<file path="src/rtl/core/plid_pkg.sv">
`timescale 1ns / 1ps
// ----------------------------------------------------------------------------
// Positional list package
// Shared widths, status codes, mode codes and the operation struct that the
// control logic broadcasts to every storage cell.
// ----------------------------------------------------------------------------
package plid_pkg;

    localparam int POS_W    = 7;
    localparam int VALUE_W  = 32;
    localparam int LEN_W    = 7;
    localparam int STATUS_W = 2;

    localparam logic MODE_INSERT = 1'b0;
    localparam logic MODE_DELETE = 1'b1;

    typedef enum logic [STATUS_W-1:0] {
        STATUS_DONE  = 2'd0,
        STATUS_RANGE = 2'd1,
        STATUS_FULL  = 2'd2
    } status_t;

    typedef struct packed {
        logic ins;
        logic del;
    } plid_op_t;

endpackage

</file>
<file path="src/rtl/core/plid_cell.sv">
`timescale 1ns / 1ps
// ----------------------------------------------------------------------------
// Positional list storage cell
// Holds one list entry, compares its own place with the target index and
// takes its left neighbor, its right neighbor or the new value.
// ----------------------------------------------------------------------------
module plid_cell #(
    parameter int IDX_W = 6,
    parameter int INDEX = 0
) (
    input  logic                                 clk,
    input  plid_pkg::plid_op_t                   op,
    input  logic [IDX_W-1:0]                     target,
    input  logic signed [plid_pkg::VALUE_W-1:0]  item_value,
    input  logic signed [plid_pkg::VALUE_W-1:0]  left_value,
    input  logic signed [plid_pkg::VALUE_W-1:0]  right_value,
    output logic signed [plid_pkg::VALUE_W-1:0]  entry,
    output logic signed [plid_pkg::VALUE_W-1:0]  tap
);
    import plid_pkg::*;

    localparam logic [IDX_W-1:0] HERE = IDX_W'(INDEX);

    logic signed [VALUE_W-1:0] entry_reg;
    logic signed [VALUE_W-1:0] entry_next;

    always_comb
    begin
        entry_next = entry_reg;
        if (op.ins)
        begin
            if (HERE > target)
            begin
                entry_next = left_value;
            end
            else if (HERE == target)
            begin
                entry_next = item_value;
            end
        end
        else if (op.del)
        begin
            if (HERE >= target)
            begin
                entry_next = right_value;
            end
        end
    end

    always_ff @(posedge clk)
    begin
        entry_reg <= entry_next;
    end

    assign entry = entry_reg;
    assign tap   = (op.del && (HERE == target)) ? entry_reg : '0;

endmodule

</file>
<file path="config.mk">
export PLATFORM = sky130hd
export DESIGN_NAME = plid_cell
export DESIGN_NICKNAME = d
export VERILOG_FILES = /design/src/rtl/core/plid_pkg.sv /design/src/rtl/core/plid_cell.sv
export SDC_FILE = /design/constraint.sdc
export NUM_CORES = 1
export LEC_CHECK = 0
export ABC_CLOCK_PERIOD_IN_PS = 4600
export BUFFER_PORTS_ARGS = -buffer_cell sky130_fd_sc_hd__buf_2
export CAP_MARGIN = 20
export CELL_PAD_IN_SITES_DETAIL_PLACEMENT = 0
export CELL_PAD_IN_SITES_GLOBAL_PLACEMENT = 1
export CORE_UTILIZATION = 27
export DETAILED_ROUTE_END_ITERATION = 7
export PLACE_DENSITY_LB_ADDON = 0.1
export RECOVER_POWER = 25
export SLEW_MARGIN = 20
export SYNTH_ARGS = -nofsm -noshare
export SYNTH_HDL_FRONTEND = slang
export SYNTH_SLANG_ARGS = --single-unit
</file>
<file path="constraint.sdc">
create_clock -name clk -period 4.6 [get_ports clk]
set_clock_uncertainty 0.2 [all_clocks]
set_input_delay 0 -clock clk [delete_from_list [all_inputs] [get_ports clk]]
set_output_delay 0 -clock clk [all_outputs]
set_load 0.02 [all_outputs]
</file>
==> run_results.csv <==
group,metric,value,unit
logic_synthesis,synth_area_leaders,"edfxtp_1 (56%), mux2_2 (21%), and4_1 (15%), buf_6 (2.0%), and4_2 (1.7%)",
logic_synthesis,synthArstFlopShare,0,
timing,fmax,0.528,GHz
logic_synthesis,syn_nets,217,
timing,setup_tns,0,ns
power_and_ir_drop,p_total,661,uW
worst_setup_path,cp_cell_sequence,"buf_2 -> o211a_1 -> buf_4",
logic_synthesis,synth_edf_count,32,
detailed_routing,drtIter0Drc,67,
logic_synthesis,postSynthAreaPerCell,15.3,sq um
logic_synthesis,synth_largest_area_cell,"edfxtp_1",
timing,fin_crit,1.89,ns
floorplan,fp.coreArea,0.00603,sq mm
layout,diodes,0,
clock_network,cts_buffers,5,
global_route,grtUsageTotal,0.167,
logic_synthesis,yosysSeqAreaShare,0.560,
hold_path,hold_depth,3,
worst_setup_path,crit_family,"buffers and inverters",
power_and_ir_drop,powerDensity,212,mW/mm^2
hold_path,whs_endpoint,"entry[30]$_DFFE_PP_",
place,place.port_buffers,136,
clock_network,ctsLongestPathBuffers,2,
timing,whs,0.257,ns
global_route,grt_pass1_vias,1755,
worst_setup_path,slowest_delay,0.64,ns
timing,maxSlewHeadroom,0.474,
logic_synthesis,yosys_register_bits,32,
worst_setup_path,cp_num_buf_inv,2,
layout,area_growth,81.8,%
worst_setup_path,critPathMaxFanout,33,
detailed_routing,wire_per_inst,14.4,um
logic_synthesis,synth_cell_types,10,
detailed_routing,vias,1757,
logic_synthesis,synth_commonest_cells,"edfxtp_1 (32), mux2_2 (32), and4_1 (29)",
floorplan,die_width,81.7,um
timing,post-route-period-util,0.412,
clock_network,post-cts-setup-buffers,0,
power_and_ir_drop,ir_worst_vdd,0.162,mV
global_route,grt_max_degree,34,
worst_setup_path,path_class,"input pin to flop",
floorplan,rows,28,
outcome,status,"finished clean",
clock_network,cts_sinks,32,
clock_network,cts_tree,"yes",
detailed_routing,drc,0,
clock_network,cts_root_buf,"clkbuf_8",
global_route,grt_pass1_wl,8180,um
worst_setup_path,cp-end-kind,"flop",
layout,nets,414,
timing,finalSetupViolCount,0,
logic_synthesis,syn_inst,112,
layout,final_util,0.518,
detailed_routing,wl,5560,um
worst_setup_path,crit_required,4.36,ns
layout,largest_register_ffs,32,
flow_run,maxCapViolations,0,
floorplan,dieArea,0.00668,sq mm
floorplan,die_h,81.7,um
place,pre_cts_slack,2.37,ns
clock_network,clk_pin_slew,0.06,ns
logic_synthesis,synth_top_area_frac,0.560,
logic_synthesis,ys.flop_type,"edfxtp_1",
worst_setup_path,arrival,1.65,ns
worst_setup_path,cp_slowest_cell,"o211a_1",
layout,drive_gt1_frac,0.481,
power_and_ir_drop,power_leakage,0.00136,uW
floorplan,start_util,0.285,
hold_path,hp-class,"input pin to flop",
timing,tightest_slew,0.790,ns
global_route,grt_overflow,0,
timing,hold_viol,0,
detailed_routing,avgViaCountPerCell,4.56,
place,gp_congestion,0.649,
floorplan,io_pins,169,
timing,setup_ws,2.71,ns
logic_synthesis,synth_area,0.00172,sq mm
timing,slew_viol_final,0,
worst_setup_path,critPathLaunchType,"input pin",
detailed_routing,first_pass_iters,4,
logic_synthesis,yosysWarnings,0,
detailed_routing,ant_nets,0,
clock_network,htreeDepth,2,
hold_path,hold_path.startpoint,"target[0]",
timing,rsz0062_at_grt,"false",
global_route,antenna_found_initial,0,
place,hpwl,3350,um
[report_power, final]
group	total, uW	switching [uW]	internal [uW]	leakage [uW]
Clock	201	95.5	105	0.0000399
Combinational	133	44.4	88.8	0.00103
Sequential	327	1.16	326	0.000288
Total	661	141	520	0.00136
[cells in the final DEF, fill, tap and decap left out]
cell type and count:
clkinv_1 1, edfxtp_1 32, and4_1 29, nor2_2 1, clkbuf_8 5, nor4_4 1, buf_4 3, and4_2 3
clkbuf_1 34, mux2_2 32, dlygate4sd3_1 64, buf_2 104, o211a_1 1
[worst min-delay path: stages]
cell     delay, ns
buf_2         0.10
nor4_4        0.04
o211a_1       0.33
[cell type report]
cell class | count | area [sq um]
clock buffer | 7 | 76.3
clock inverter | 1 | 3.75
fill | 601 | 2910
multi-input combinational | 67 | 682
sequential | 32 | 961
tap | 75 | 93.8
timing repair buffer | 203 | 1300
[worst max path at each step]
stage	startpoint	end	slack [ns]	depth (start not counted)
finish	op[1]	entry[13]$_DFFE_PP_	2.71	3
floorplan	target[3]	entry[0]$_DFFE_PP_	2.72	3
detailed placement	op[1]	entry[17]$_DFFE_PP_	2.37	3
global route	op[1]	entry[10]$_DFFE_PP_	2.53	3
CTS	op[1]	entry[9]$_DFFE_PP_	2.66	3
global placement	op[1]	entry[13]$_DFFE_PP_	2.36	3
[cells by family after synthesis]
family / count (synthesis) / share of synthesized area
and+or+nand+nor: 34 / 0.180
muxes: 32 / 0.210
DFF: 32 / 0.560
buffers and inverters: 13 / 0.0445
AOI/OAI and AO/OA: 1 / 0.00583
[layer usage]
| metal | wire (um) | up-vias | share of wire | GRT usage |
|---|---|---|---|---|
| met2 | 2910 | 76 | 0.52 | 0.313 |
| met5 | 0 | - | 0 | 0 |
| li1 | - | 856 | - | - |
| met3 | 421 | 10 | 0.076 | 0.0511 |
| met4 | 89 | 0 | 0.016 | 0.0596 |
| met1 | 2140 | 815 | 0.38 | 0.174 |
[timing repair]
item	in CTS	in global routing
hold endpoints to repair	32	0
resized for setup	0	0
hold buffers	64	0
[through the flow]
stage / instances / area [sq um]
2_1_floorplan: 112 / 1720
3_3_place_gp: 313 / 2440
3_5_place_dp: 313 / 2440
4_1_cts: 385 / 3160
5_1_grt: 385 / 3120
6_report: 385 / 3120
(Power assumes the default switching activity.)
